`config.mk`:
```
export PLATFORM = sky130hd
export DESIGN_NAME = pda_cfg
export DESIGN_NICKNAME = d
export VERILOG_FILES = /design/src/pid_deadzone_antiwindup_assert.svh /design/src/pda_pkg.sv /design/src/pda_cfg.sv
export SDC_FILE = /design/constraint.sdc
export NUM_CORES = 1
export LEC_CHECK = 0
export ABC_AREA = 0
export BUFFER_PORTS_ARGS = -buffer_cell sky130_fd_sc_hd__buf_2
export CAP_MARGIN = 20
export CORE_ASPECT_RATIO = 0.5
export CORE_UTILIZATION = 40
export CTS_BUF_LIST = sky130_fd_sc_hd__clkbuf_2 sky130_fd_sc_hd__clkbuf_4 sky130_fd_sc_hd__clkbuf_8
export DETAILED_ROUTE_END_ITERATION = 12
export GPL_ROUTABILITY_DRIVEN = 1
export PLACE_DENSITY_LB_ADDON = 0.3
export SETUP_SLACK_MARGIN = 0.05
export SLEW_MARGIN = 20
export SYNTH_ARGS = -nofsm -noshare
export SYNTH_HDL_FRONTEND = slang
export SYNTH_SLANG_ARGS = --single-unit
```
`constraint.sdc`:
```
create_clock -name clk -period 1.3 [get_ports clk]
set_input_delay 0 -clock clk [delete_from_list [all_inputs] [get_ports clk]]
set_output_delay 0 -clock clk [all_outputs]
set_load 0.02 [all_outputs]
```
`src/pid_deadzone_antiwindup_assert.svh`:
```
// Assertion helpers used by the controller core (pda_core).
`ifndef PID_DEADZONE_ANTIWINDUP_ASSERT_SVH
`define PID_DEADZONE_ANTIWINDUP_ASSERT_SVH

// Same-cycle implication.
`define PDA_ASSERT(label, clk, rst, ante, cons) \
  label: assert property (@(posedge clk) disable iff (rst) (ante) |-> (cons)) \
    else $error("pid assertion failed");

// Next-cycle implication.
`define PDA_ASSERT_NEXT(label, clk, rst, ante, cons) \
  label: assert property (@(posedge clk) disable iff (rst) (ante) |=> (cons)) \
    else $error("pid assertion failed");

`endif

```
`src/pda_pkg.sv`:
```
`default_nettype none
package pda_pkg;

  localparam int SAMPLE_BITS = 16;
  localparam int GAIN_W      = 16;
  localparam int LIM_W       = 16;
  localparam int ERR_W       = SAMPLE_BITS + 1;
  localparam int DERIV_W     = ERR_W + 1;
  localparam int INTEG_W     = LIM_W + 1;
  localparam int CAND_W      = ((INTEG_W > ERR_W) ? INTEG_W : ERR_W) + 1;
  localparam int DRIVE_W     = LIM_W + 1;
  localparam int PROD_P_W    = GAIN_W + 1 + ERR_W;
  localparam int PROD_I_W    = GAIN_W + 1 + INTEG_W;
  localparam int PROD_D_W    = GAIN_W + 1 + DERIV_W;
  localparam int SUM_W       = PROD_D_W + 1;
  localparam int FRAC_BITS   = 8;
  localparam int VAL_W       = SUM_W - FRAC_BITS;
  localparam int CFG_IDX_W   = 3;
  localparam int CFG_DATA_W  = 16;

  typedef enum logic [CFG_IDX_W-1:0] {
    REG_GAIN_PROP   = 3'd0,
    REG_GAIN_INTEG  = 3'd1,
    REG_GAIN_DERIV  = 3'd2,
    REG_INTEG_LIMIT = 3'd3,
    REG_OUT_LIMIT   = 3'd4,
    REG_DEAD_BAND   = 3'd5,
    REG_WINDUP_MODE = 3'd6
  } pda_reg_idx_t;

  localparam logic [GAIN_W-1:0] RST_GAIN_PROP   = 16'd10240;
  localparam logic [GAIN_W-1:0] RST_GAIN_INTEG  = 16'd1152;
  localparam logic [GAIN_W-1:0] RST_GAIN_DERIV  = 16'd1280;
  localparam logic [LIM_W-1:0]  RST_INTEG_LIMIT = 16'd400;
  localparam logic [LIM_W-1:0]  RST_OUT_LIMIT   = 16'd1000;
  localparam logic [LIM_W-1:0]  RST_DEAD_BAND   = 16'd2;

  typedef struct packed {
    logic [GAIN_W-1:0] gain_prop;
    logic [GAIN_W-1:0] gain_integ;
    logic [GAIN_W-1:0] gain_deriv;
    logic [LIM_W-1:0]  integ_limit;
    logic [LIM_W-1:0]  out_limit;
    logic [LIM_W-1:0]  dead_band;
    logic              windup_mode;
  } pda_cfg_t;

  typedef struct packed {
    logic signed [SAMPLE_BITS-1:0] setpoint;
    logic signed [SAMPLE_BITS-1:0] measured;
    logic                          clear;
  } pda_in_t;

  typedef struct packed {
    logic signed [DRIVE_W-1:0] drive;
    logic                      clamped;
  } pda_out_t;

endpackage
`default_nettype wire

```
`src/pda_cfg.sv`:
```
`default_nettype none
module pda_cfg
  import pda_pkg::*;
(
  input  wire logic                  clk,
  input  wire logic                  rst,
  input  wire logic                  cfg_we,
  input  wire logic [CFG_IDX_W-1:0]  cfg_index,
  input  wire logic [CFG_DATA_W-1:0] cfg_wdata,
  output pda_cfg_t                   cfg
);

  always_ff @(posedge clk) begin
    if (rst) begin
      cfg.gain_prop   <= RST_GAIN_PROP;
      cfg.gain_integ  <= RST_GAIN_INTEG;
      cfg.gain_deriv  <= RST_GAIN_DERIV;
      cfg.integ_limit <= RST_INTEG_LIMIT;
      cfg.out_limit   <= RST_OUT_LIMIT;
      cfg.dead_band   <= RST_DEAD_BAND;
      cfg.windup_mode <= 1'b0;
    end else if (cfg_we) begin
      case (cfg_index)
        REG_GAIN_PROP:   cfg.gain_prop   <= cfg_wdata[GAIN_W-1:0];
        REG_GAIN_INTEG:  cfg.gain_integ  <= cfg_wdata[GAIN_W-1:0];
        REG_GAIN_DERIV:  cfg.gain_deriv  <= cfg_wdata[GAIN_W-1:0];
        REG_INTEG_LIMIT: cfg.integ_limit <= cfg_wdata[LIM_W-1:0];
        REG_OUT_LIMIT:   cfg.out_limit   <= cfg_wdata[LIM_W-1:0];
        REG_DEAD_BAND:   cfg.dead_band   <= cfg_wdata[LIM_W-1:0];
        REG_WINDUP_MODE: cfg.windup_mode <= cfg_wdata[0];
        default: ;  // unmapped index: ignored
      endcase
    end
  end

endmodule
`default_nettype wire

```
==> run_summary.xml, run 1 <==
<?xml version="1.0" encoding="UTF-8"?>
<metrics>
  <group name="outcome">
    <metric name="status" unit="">complete, no violations</metric>
  </group>
  <group name="global_routing">
    <metric name="grt_max_degree" unit="">34</metric>
    <metric name="grt_remaining_overflow" unit="">0</metric>
    <metric name="grt_pass1_vias" unit="">2774</metric>
    <metric name="number_of_antenna_violations_at_the_first_check_in_global_routing" unit="">0</metric>
    <metric name="global_route_wire_length_before_repair" unit="mm">14.8</metric>
    <metric name="grt_use_total" unit="">0.196</metric>
  </group>
  <group name="setup_path">
    <metric name="start_kind" unit="">register</metric>
    <metric name="critical_path_class" unit="">register to output pin</metric>
    <metric name="worst-endpoint-arrival" unit="ns">0.90</metric>
    <metric name="slowest_stage" unit="">dfxtp_1</metric>
    <metric name="critical_path.top_delay_family" unit="">flip-flops</metric>
    <metric name="worstSetupStartpoint" unit="">cfg[61]$_SDFFE_PP0P_</metric>
    <metric name="worstReg2RegStart" unit="">cfg[90]$_SDFFE_PP0P_</metric>
    <metric name="required" unit="ns">1.30</metric>
    <metric name="critical_path.cell_chain" unit="">buf_2</metric>
    <metric name="slowest_delay" unit="ns">0.36</metric>
    <metric name="cp.buffers_inverters" unit="">1</metric>
    <metric name="critPathMaxFanout" unit="">2</metric>
    <metric name="end_kind" unit="">output pin</metric>
  </group>
  <group name="detailed_routing">
    <metric name="drc" unit="">0</metric>
    <metric name="wire_per_inst" unit="um">15.0</metric>
    <metric name="drt-met1-wl" unit="mm">4.35</metric>
    <metric name="final_antenna_net_count" unit="">0</metric>
    <metric name="detail_route.wirelength" unit="mm">9.26</metric>
    <metric name="num_vias" unit="">2833</metric>
    <metric name="dr_top_layer" unit="">met4</metric>
    <metric name="detailedRoute.firstPassIterationCount" unit="">4</metric>
    <metric name="drt-vias-per-instance" unit="">4.58</metric>
    <metric name="drtIter0Drc" unit="">123</metric>
    <metric name="met3_wirelength" unit="um">428</metric>
    <metric name="wl_met2" unit="mm">4.43</metric>
  </group>
  <group name="synthesis">
    <metric name="synth.lib_cells_used.distinct" unit="">15</metric>
    <metric name="mappedNetlistArea" unit="sq um">3890</metric>
    <metric name="ys_top_cells_by_area" unit="">dfxtp_1, mux2i_1, nand2b_1</metric>
    <metric name="syn_nets" unit="">379</metric>
    <metric name="synth-seq-cells" unit="">97</metric>
    <metric name="synth_area_per_cell" unit="sq um">10.9</metric>
    <metric name="syn-instance-count" unit="">357</metric>
    <metric name="ys_seq_area_frac" unit="">0.500</metric>
    <metric name="synth_warnings" unit="">0</metric>
    <metric name="netlist.area_leader.share" unit="">0.500</metric>
    <metric name="post-synth-top-area-cell" unit="">dfxtp_1</metric>
  </group>
  <group name="pwr">
    <metric name="cellLeakagePower" unit="nW">2.58</metric>
    <metric name="irDropWorstVdd" unit="mV">0.510</metric>
    <metric name="finalPower" unit="mW">6.10</metric>
    <metric name="cell_pwr_density" unit="nW/um^2">1210</metric>
  </group>
  <group name="sta">
    <metric name="max_slew.worst_pin.slew" unit="ns">0.324</metric>
    <metric name="finalSetupViolCount" unit="">0</metric>
    <metric name="headroom_to_the_max_slew_limit" unit="">0.781</metric>
    <metric name="timing.setup.tns" unit="ns">0</metric>
    <metric name="timing.final.crit_share" unit="">0.688</metric>
    <metric name="period_minus_slack" unit="ns">0.895</metric>
    <metric name="skew" unit="ns">0</metric>
    <metric name="timing_max_transition_violations_final" unit="">0</metric>
    <metric name="rsz0062_at_grt" unit="">no</metric>
    <metric name="finalHoldViolCount" unit="">0</metric>
    <metric name="timing.fmax" unit="MHz">1120</metric>
    <metric name="setup_ws" unit="ns">0.405</metric>
  </group>
  <group name="floorplan">
    <metric name="design.core.area" unit="sq um">9070</metric>
    <metric name="dieHeight" unit="um">71.7</metric>
    <metric name="fp.dieArea" unit="sq um">10100</metric>
    <metric name="floorplan.die.width" unit="um">141</metric>
    <metric name="io_pins" unit="">119</metric>
    <metric name="initial_core_util" unit="">0.429</metric>
    <metric name="num_rows" unit="">24</metric>
  </group>
  <group name="layout">
    <metric name="number_of_standard_cells_in_the_final_layout_excluding_fillers" unit="">619</metric>
    <metric name="final_cell_mix" unit="">buf_2, nand2b_1, mux2i_1, dfxtp_1, nor2_1</metric>
    <metric name="most_flop_heavy_register" unit="">cfg</metric>
    <metric name="largest_reg_flops" unit="">97</metric>
    <metric name="layout_cells_sized_above_1" unit="">0.313</metric>
    <metric name="insertedDiodeCount" unit="">0</metric>
    <metric name="summed_area_of_non_filler_cells_in_the_final_layout" unit="sq um">5050</metric>
    <metric name="syn_to_final_growth" unit="%">30.0</metric>
    <metric name="final_net_count" unit="">506</metric>
    <metric name="final_common_cell" unit="">buf_2</metric>
    <metric name="reg_top3" unit="">cfg x97</metric>
  </group>
  <group name="clocking">
    <metric name="clock_sinks" unit="">97</metric>
    <metric name="cts_buffers" unit="">9</metric>
    <metric name="post_cts_resized" unit="">0</metric>
    <metric name="cts.path.max_buffers" unit="">2</metric>
    <metric name="clkLatencyLatePin" unit="ns">0.35</metric>
    <metric name="cts_tree" unit="">built</metric>
    <metric name="cts_root_buffer" unit="">clkbuf_8</metric>
    <metric name="htree_levels" unit="">3</metric>
    <metric name="clock_pin_transition_on_the_worst_setup_and_hold_timing_paths" unit="ns">0.09</metric>
  </group>
  <group name="place">
    <metric name="dp_hpwl" unit="mm">6.42</metric>
    <metric name="detailed_place.area" unit="sq um">4680</metric>
    <metric name="post-place-cells" unit="">592</metric>
    <metric name="gpl.final_weighted_congestion" unit="">0.764</metric>
    <metric name="portBuffers" unit="">118</metric>
    <metric name="place_ws" unit="ns">0.136</metric>
  </group>
  <group name="run">
    <metric name="maximum_capacitance_violations" unit="">0</metric>
  </group>
  <group name="min_path">
    <metric name="worstHoldStart" unit="">cfg_wdata[14]</metric>
    <metric name="worst_hold_path_type" unit="">input port to register</metric>
  </group>
</metrics>
power by group:
part	internal (mW)	total (mW)	switching, mW
combinational	0.251	0.562	0.312
sequential	3.03	3.07	0.0322
clock	1.44	2.48	1.04
total	4.72	6.10	1.38
synth_stat cells:
master	n
mux2i_1	97
nor4bb_1	2
or4b_4	1
dfxtp_1	97
buf_4	2
buf_6	2
clkbuf_1	15
nand2b_1	97
buf_12	1
and4b_1	1
nand4bb_1	2
buf_2	9
nor4b_2	1
nor2_1	27
nand4b_1	3
per-layer routing:
layer  vias up  global-route usage
met4         0              0.0573
met3         4              0.0568
li1       1430                   -
met2        64               0.332
met1      1335               0.245
met5         -                   0
through the flow:
stage          hold slack [ns]  utilization
5_1_grt                 0.0158        0.557
6_report                0.0208        0.557
2_1_floorplan            0.161            -
4_1_cts                0.00823        0.557
3_3_place_gp             0.279        0.516
3_5_place_dp             0.296        0.516
what timing repair did:
item / 4_1_cts / 5_1_grt
buffers inserted: 0 / 0
hold buffers: 11 / 0
endpoints found under the hold margin: 22 / 0
worst paths after layout:
check / end / slack (ns) / cells past startpoint
setup / recovery: cfg[61] / 0.40 / 1
hold / removal: cfg[47]$_SDFFE_PP0P_ / 0.02 / 3
setup reg to reg: cfg[90]$_SDFFE_PP0P_ / 0.65 / 2
hold reg to reg: cfg[79]$_SDFFE_PP0P_ / 0.47 / 2
cell type report:
class | instances | area, sq um
multi-input cells | 231 | 1800
well taps | 130 | 163
clock buffers | 12 | 165
fillers | 854 | 4020
clock inverters | 4 | 97.6
repair buffers | 145 | 883
flip-flops and latches | 97 | 1940
logic make-up after synthesis:
| logic type | synth area share |
|---|---|
| flops | 0.500 |
| buf+inv | 0.0409 |
| simple gates | 0.210 |
| mux | 0.250 |
(Power assumes the default switching activity.)
==> run 2: changes to the inputs <==
==> constraint.sdc (replaced) <==
create_clock -name clk -period 0.89 [get_ports clk]
set_input_delay 0 -clock clk [delete_from_list [all_inputs] [get_ports clk]]
set_output_delay 0 -clock clk [all_outputs]
set_load 0.02 [all_outputs]
==> run_summary.xml, run 2 (same netlist as run 1, synthesis figures left out) <==
<?xml version="1.0" encoding="UTF-8"?>
<metrics>
  <group name="detailed_routing">
    <metric name="dr_top_layer" unit="">met4</metric>
    <metric name="drc" unit="">0</metric>
    <metric name="wl_met2" unit="mm">4.79</metric>
    <metric name="drtIter0Drc" unit="">115</metric>
    <metric name="num_vias" unit="">3022</metric>
    <metric name="final_antenna_net_count" unit="">0</metric>
    <metric name="drt-vias-per-instance" unit="">4.60</metric>
    <metric name="met3_wirelength" unit="um">423</metric>
    <metric name="detailedRoute.firstPassIterationCount" unit="">4</metric>
    <metric name="wire_per_inst" unit="um">15.6</metric>
    <metric name="drt-met1-wl" unit="mm">4.87</metric>
    <metric name="detail_route.wirelength" unit="mm">10.2</metric>
  </group>
  <group name="layout">
    <metric name="most_flop_heavy_register" unit="">cfg</metric>
    <metric name="layout.filler_cells" unit="">697</metric>
    <metric name="final_net_count" unit="">544</metric>
    <metric name="summed_area_of_non_filler_cells_in_the_final_layout" unit="sq um">6090</metric>
    <metric name="reg_top3" unit="">cfg x97</metric>
    <metric name="largest_reg_flops" unit="">97</metric>
    <metric name="number_of_standard_cells_in_the_final_layout_excluding_fillers" unit="">657</metric>
    <metric name="layout_cells_sized_above_1" unit="">0.546</metric>
    <metric name="final_cell_mix" unit="">mux2i_1, dfxtp_2, buf_6</metric>
    <metric name="insertedDiodeCount" unit="">0</metric>
    <metric name="syn_to_final_growth" unit="%">56.6</metric>
  </group>
  <group name="sta">
    <metric name="max_slew.worst_pin.slew" unit="ns">0.310</metric>
    <metric name="headroom_to_the_max_slew_limit" unit="">0.794</metric>
    <metric name="timing.hold.ws" unit="ns">0.0103</metric>
    <metric name="timing_max_transition_violations_final" unit="">0</metric>
    <metric name="finalSetupViolCount" unit="">0</metric>
    <metric name="finalHoldViolCount" unit="">0</metric>
    <metric name="skew" unit="ns">0</metric>
    <metric name="timing.fmax" unit="MHz">1170</metric>
    <metric name="rsz0062_at_grt" unit="">yes</metric>
    <metric name="period_minus_slack" unit="ns">0.852</metric>
    <metric name="timing.final.crit_share" unit="">0.957</metric>
  </group>
  <group name="setup_path">
    <metric name="critical_path.top_delay_family" unit="">flip-flops</metric>
    <metric name="end_kind" unit="">output pin</metric>
    <metric name="cp.buffers_inverters" unit="">1</metric>
    <metric name="critical_path_class" unit="">register to output pin</metric>
    <metric name="critPathMaxFanout" unit="">2</metric>
    <metric name="slowest_delay" unit="ns">0.37</metric>
    <metric name="critical_path.cell_chain" unit="">buf_6</metric>
    <metric name="start_kind" unit="">register</metric>
    <metric name="worst-endpoint-arrival" unit="ns">0.85</metric>
    <metric name="required" unit="ns">0.89</metric>
    <metric name="slowest_stage" unit="">dfxtp_2</metric>
  </group>
  <group name="clocking">
    <metric name="cts_tree" unit="">built</metric>
    <metric name="cts_root_buffer" unit="">clkbuf_8</metric>
    <metric name="cts.path.max_buffers" unit="">2</metric>
    <metric name="clock_pin_transition_on_the_worst_setup_and_hold_timing_paths" unit="ns">0.10</metric>
    <metric name="clock_sinks" unit="">97</metric>
    <metric name="clkLatencyLatePin" unit="ns">0.36</metric>
    <metric name="htree_levels" unit="">3</metric>
    <metric name="cts_buffers" unit="">9</metric>
  </group>
  <group name="global_routing">
    <metric name="grt_max_degree" unit="">36</metric>
    <metric name="grt_pass1_vias" unit="">3156</metric>
    <metric name="grt_use_total" unit="">0.210</metric>
    <metric name="grt_remaining_overflow" unit="">0</metric>
    <metric name="global_route_wire_length_before_repair" unit="mm">16.2</metric>
    <metric name="number_of_antenna_violations_at_the_first_check_in_global_routing" unit="">0</metric>
  </group>
  <group name="outcome">
    <metric name="status" unit="">complete, no violations</metric>
  </group>
  <group name="floorplan">
    <metric name="io_pins" unit="">119</metric>
    <metric name="floorplan.die.width" unit="um">141</metric>
    <metric name="num_rows" unit="">24</metric>
    <metric name="initial_core_util" unit="">0.429</metric>
    <metric name="fp.dieArea" unit="sq um">10100</metric>
    <metric name="dieHeight" unit="um">71.7</metric>
    <metric name="design.core.area" unit="sq um">9070</metric>
  </group>
  <group name="place">
    <metric name="post-place-cells" unit="">605</metric>
    <metric name="dp_hpwl" unit="mm">6.68</metric>
    <metric name="portBuffers" unit="">118</metric>
    <metric name="gpl.final_weighted_congestion" unit="">0.744</metric>
    <metric name="detailed_place.area" unit="sq um">4830</metric>
  </group>
  <group name="pwr">
    <metric name="cell_pwr_density" unit="nW/um^2">1450</metric>
    <metric name="irDropWorstVdd" unit="mV">0.937</metric>
    <metric name="cellLeakagePower" unit="nW">2.92</metric>
    <metric name="finalPower" unit="mW">8.82</metric>
  </group>
  <group name="min_path">
    <metric name="worst_hold_path_type" unit="">input port to register</metric>
  </group>
  <group name="run">
    <metric name="maximum_capacitance_violations" unit="">0</metric>
  </group>
</metrics>
run 2: cell types whose count changed in the layout (fill, tap and decap cells not counted), sizes merged:
cell | before | now
buf | 134 | 170
clkbuf | 12 | 10
dlygate4sd3 | 11 | 13
bufinv | 3 | 2
clkinv | 0 | 1
clkinvlp | 1 | 2
inv | 0 | 1
run 2: metal layers:
layer | vias to the layer above | track usage
li1 | 1505 | -
met1 | 1435 | 0.269
met2 | 69 | 0.351
met3 | 13 | 0.0548
met4 | 0 | 0.0669
met5 | - | 0
run 2: power breakdown:
part	total (mW)	leakage, nW	internal, mW	switching (mW)
logic	1.05	1.99	0.563	0.491
clock network	3.24	0.109	1.67	1.58
registers	4.52	0.818	4.45	0.0726
run 2: layout make-up:
cell class / instances / area [sq um] / area share
clock buffer: 10 / 138 / 0.0226
sequential: 97 / 2060 / 0.339
timing repair buffer: 183 / 1820 / 0.299
tap: 130 / 163 / 0.0267
multi-input combinational: 231 / 1820 / 0.298
clock inverter: 6 / 88.8 / 0.0146
run 2: what timing repair did:
item | 4_1_cts | 5_1_grt
hold endpoints to repair | 31 | 0
cloned | 0 | 0
gates resized for setup | 290 | 1
setup buffers | 10 | 13
endpoints found under the setup margin | 97 | 96
hold buffers | 13 | 0
run 2: path summary, 6_finish.rpt:
| check | from | to | slack, ns | depth (start not counted) |
|---|---|---|---|---|
| setup reg to reg | cfg[73]$_SDFFE_PP0P_ | cfg[73]$_SDFFE_PP0P_ | 0.18 | 3 |
| hold / removal | cfg_wdata[0] | cfg[65]$_SDFFE_PP0P_ | 0.01 | 4 |
| hold reg to reg | cfg[65]$_SDFFE_PP0P_ | cfg[65]$_SDFFE_PP0P_ | 0.48 | 2 |
| setup / recovery | cfg[87]$_SDFFE_PP0P_ | cfg[87] | 0.04 | 1 |
run 2: through the flow:
stage | utilization | worst slack (ns) | TNS, ns
2_1_floorplan | - | -0.240 | -3.56
3_3_place_gp | 0.533 | -0.198 | -11.60
3_5_place_dp | 0.533 | -0.242 | -13.15
4_1_cts | 0.660 | 0.0267 | 0
5_1_grt | 0.671 | -0.0125 | -0.0275
6_report | 0.671 | 0.0384 | 0
==> run 3: changes to the inputs <==
--- a/config.mk
+++ b/config.mk
@@ -8,12 +8,11 @@
 export ABC_AREA = 0
 export BUFFER_PORTS_ARGS = -buffer_cell sky130_fd_sc_hd__buf_2
 export CAP_MARGIN = 20
-export CORE_ASPECT_RATIO = 0.5
 export CORE_UTILIZATION = 40
-export CTS_BUF_LIST = sky130_fd_sc_hd__clkbuf_2 sky130_fd_sc_hd__clkbuf_4 sky130_fd_sc_hd__clkbuf_8
+export CTS_BUF_LIST = sky130_fd_sc_hd__clkbuf_8
 export DETAILED_ROUTE_END_ITERATION = 12
 export GPL_ROUTABILITY_DRIVEN = 1
-export PLACE_DENSITY_LB_ADDON = 0.3
+export PLACE_DENSITY = 0.69
 export SETUP_SLACK_MARGIN = 0.05
 export SLEW_MARGIN = 20
 export SYNTH_ARGS = -nofsm -noshare
==> run_summary.xml, run 3 (same netlist as run 1, synthesis figures left out) <==
<?xml version="1.0" encoding="UTF-8"?>
<metrics>
  <group name="setup_path">
    <metric name="required" unit="ns">0.89</metric>
    <metric name="end_kind" unit="">output pin</metric>
    <metric name="critical_path_class" unit="">register to output pin</metric>
    <metric name="critical_path.cell_chain" unit="">buf_6</metric>
    <metric name="start_kind" unit="">register</metric>
    <metric name="slowest_stage" unit="">dfxtp_2</metric>
    <metric name="critical_path.top_delay_family" unit="">flip-flops</metric>
    <metric name="cp.buffers_inverters" unit="">1</metric>
    <metric name="worst-endpoint-arrival" unit="ns">0.86</metric>
    <metric name="slowest_delay" unit="ns">0.37</metric>
    <metric name="critPathMaxFanout" unit="">2</metric>
  </group>
  <group name="outcome">
    <metric name="status" unit="">complete, no violations</metric>
  </group>
  <group name="detailed_routing">
    <metric name="drc" unit="">0</metric>
    <metric name="wire_per_inst" unit="um">15.9</metric>
    <metric name="detail_route.wirelength" unit="mm">10.5</metric>
    <metric name="drt-vias-per-instance" unit="">4.63</metric>
    <metric name="drtIter0Drc" unit="">53</metric>
    <metric name="final_antenna_net_count" unit="">0</metric>
    <metric name="num_vias" unit="">3040</metric>
    <metric name="detailedRoute.firstPassIterationCount" unit="">4</metric>
  </group>
  <group name="floorplan">
    <metric name="initial_core_util" unit="">0.417</metric>
    <metric name="design.core.area" unit="sq um">9330</metric>
    <metric name="floorplan.die.width" unit="um">101</metric>
    <metric name="fp.dieArea" unit="sq um">10100</metric>
    <metric name="num_rows" unit="">35</metric>
    <metric name="io_pins" unit="">119</metric>
    <metric name="dieHeight" unit="um">101</metric>
  </group>
  <group name="global_routing">
    <metric name="grt_max_degree" unit="">31</metric>
    <metric name="grt_remaining_overflow" unit="">0</metric>
    <metric name="number_of_antenna_violations_at_the_first_check_in_global_routing" unit="">0</metric>
    <metric name="global_route_wire_length_before_repair" unit="mm">16.0</metric>
    <metric name="grt_pass1_vias" unit="">3116</metric>
    <metric name="grt_use_total" unit="">0.209</metric>
  </group>
  <group name="layout">
    <metric name="most_flop_heavy_register" unit="">cfg</metric>
    <metric name="largest_reg_flops" unit="">97</metric>
    <metric name="reg_top3" unit="">cfg x97</metric>
    <metric name="insertedDiodeCount" unit="">0</metric>
    <metric name="layout.filler_cells" unit="">762</metric>
    <metric name="final_net_count" unit="">545</metric>
    <metric name="syn_to_final_growth" unit="%">54.7</metric>
    <metric name="layout_cells_sized_above_1" unit="">0.553</metric>
    <metric name="final_cell_mix" unit="">mux2i_1, dfxtp_2, buf_6</metric>
  </group>
  <group name="sta">
    <metric name="rsz0062_at_grt" unit="">yes</metric>
    <metric name="skew" unit="ns">0</metric>
    <metric name="timing.final.crit_share" unit="">0.961</metric>
    <metric name="timing.hold.ws" unit="ns">0.0281</metric>
    <metric name="headroom_to_the_max_slew_limit" unit="">0.789</metric>
    <metric name="period_minus_slack" unit="ns">0.855</metric>
    <metric name="timing_max_transition_violations_final" unit="">0</metric>
    <metric name="timing.fmax" unit="MHz">1170</metric>
    <metric name="max_slew.worst_pin.slew" unit="ns">0.316</metric>
    <metric name="finalHoldViolCount" unit="">0</metric>
    <metric name="finalSetupViolCount" unit="">0</metric>
  </group>
  <group name="clocking">
    <metric name="cts.path.max_buffers" unit="">2</metric>
    <metric name="htree_levels" unit="">3</metric>
    <metric name="clkLatencyLatePin" unit="ns">0.35</metric>
    <metric name="clock_pin_transition_on_the_worst_setup_and_hold_timing_paths" unit="ns">0.10</metric>
    <metric name="cts_tree" unit="">built</metric>
    <metric name="cts_buffers" unit="">9</metric>
    <metric name="clock_sinks" unit="">97</metric>
    <metric name="cts_root_buffer" unit="">clkbuf_8</metric>
  </group>
  <group name="run">
    <metric name="maximum_capacitance_violations" unit="">0</metric>
  </group>
  <group name="place">
    <metric name="gpl.final_weighted_congestion" unit="">0.744</metric>
    <metric name="dp_hpwl" unit="mm">6.86</metric>
    <metric name="portBuffers" unit="">118</metric>
  </group>
  <group name="pwr">
    <metric name="cell_pwr_density" unit="nW/um^2">1400</metric>
    <metric name="finalPower" unit="mW">8.40</metric>
    <metric name="irDropWorstVdd" unit="mV">0.735</metric>
    <metric name="cellLeakagePower" unit="nW">2.89</metric>
  </group>
  <group name="min_path">
    <metric name="worst_hold_path_type" unit="">input port to register</metric>
  </group>
</metrics>
## run 3: changes by cell type in the layout (fill, tap and decap cells not counted), sizes merged
cell      delta
buf          +1
bufinv       -1
clkbuf       -1
clkinv       +3
clkinvlp     -1
## run 3: area by class of cell
class                           count  area (sq um)  share of cell area
Sequential cell                    97          2060               0.343
Clock inverter                      7          70.1              0.0116
Clock buffer                        9           124              0.0206
Timing Repair Buffer              184          1770               0.295
Multi-Input combinational cell    231          1820               0.303
Tap cell                          129           161              0.0268
## run 3: per-layer routing
| layer | vias to the layer above | part of all wire | track usage |
|---|---|---|---|
| li1 | 1506 | - | - |
| met1 | 1448 | 0.45 | 0.265 |
| met2 | 74 | 0.50 | 0.351 |
| met3 | 12 | 0.033 | 0.0354 |
| met4 | 0 | 0.014 | 0.0858 |
| met5 | - | 0 | 0 |
## run 3: power breakdown
group	leakage [nW]	switching [mW]	internal [mW]
combinational	1.98	0.487	0.545
clock	0.0994	1.54	1.30
sequential	0.818	0.0751	4.45
## run 3: per-stage QoR
step / worst slack [ns] / std cells / utilization / TNS, ns / area (sq um)
after global routing: 0.0196 / 657 / 0.645 / 0 / 6010
after global placement: -0.204 / 605 / 0.513 / -11.41 / 4790
final: 0.0349 / 657 / 0.645 / 0 / 6010
after detailed placement: -0.231 / 605 / 0.513 / -12.67 / 4790
after CTS: 0.0361 / 643 / 0.632 / 0 / 5890
after floorplan: -0.240 / 357 / - / -3.56 / 3960
## run 3: worst paths after layout
path | endpoint | depth (start not counted) | slack (ns) | start
min reg2reg | cfg[79]$_SDFFE_PP0P_ | 2 | 0.48 | cfg[79]$_SDFFE_PP0P_
min | cfg[65]$_SDFFE_PP0P_ | 4 | 0.03 | cfg_wdata[0]
max reg2reg | cfg[58]$_SDFFE_PP0P_ | 3 | 0.11 | cfg[58]$_SDFFE_PP0P_
max | cfg[61] | 1 | 0.03 | cfg[61]$_SDFFE_PP0P_
## run 3: what timing repair did
item / CTS / global route
hold buffers: 13 / 0
buffers inserted: 9 / 14
hold endpoints to repair: 31 / 0
setup endpoints to repair: 97 / 86
resized for setup: 286 / 7
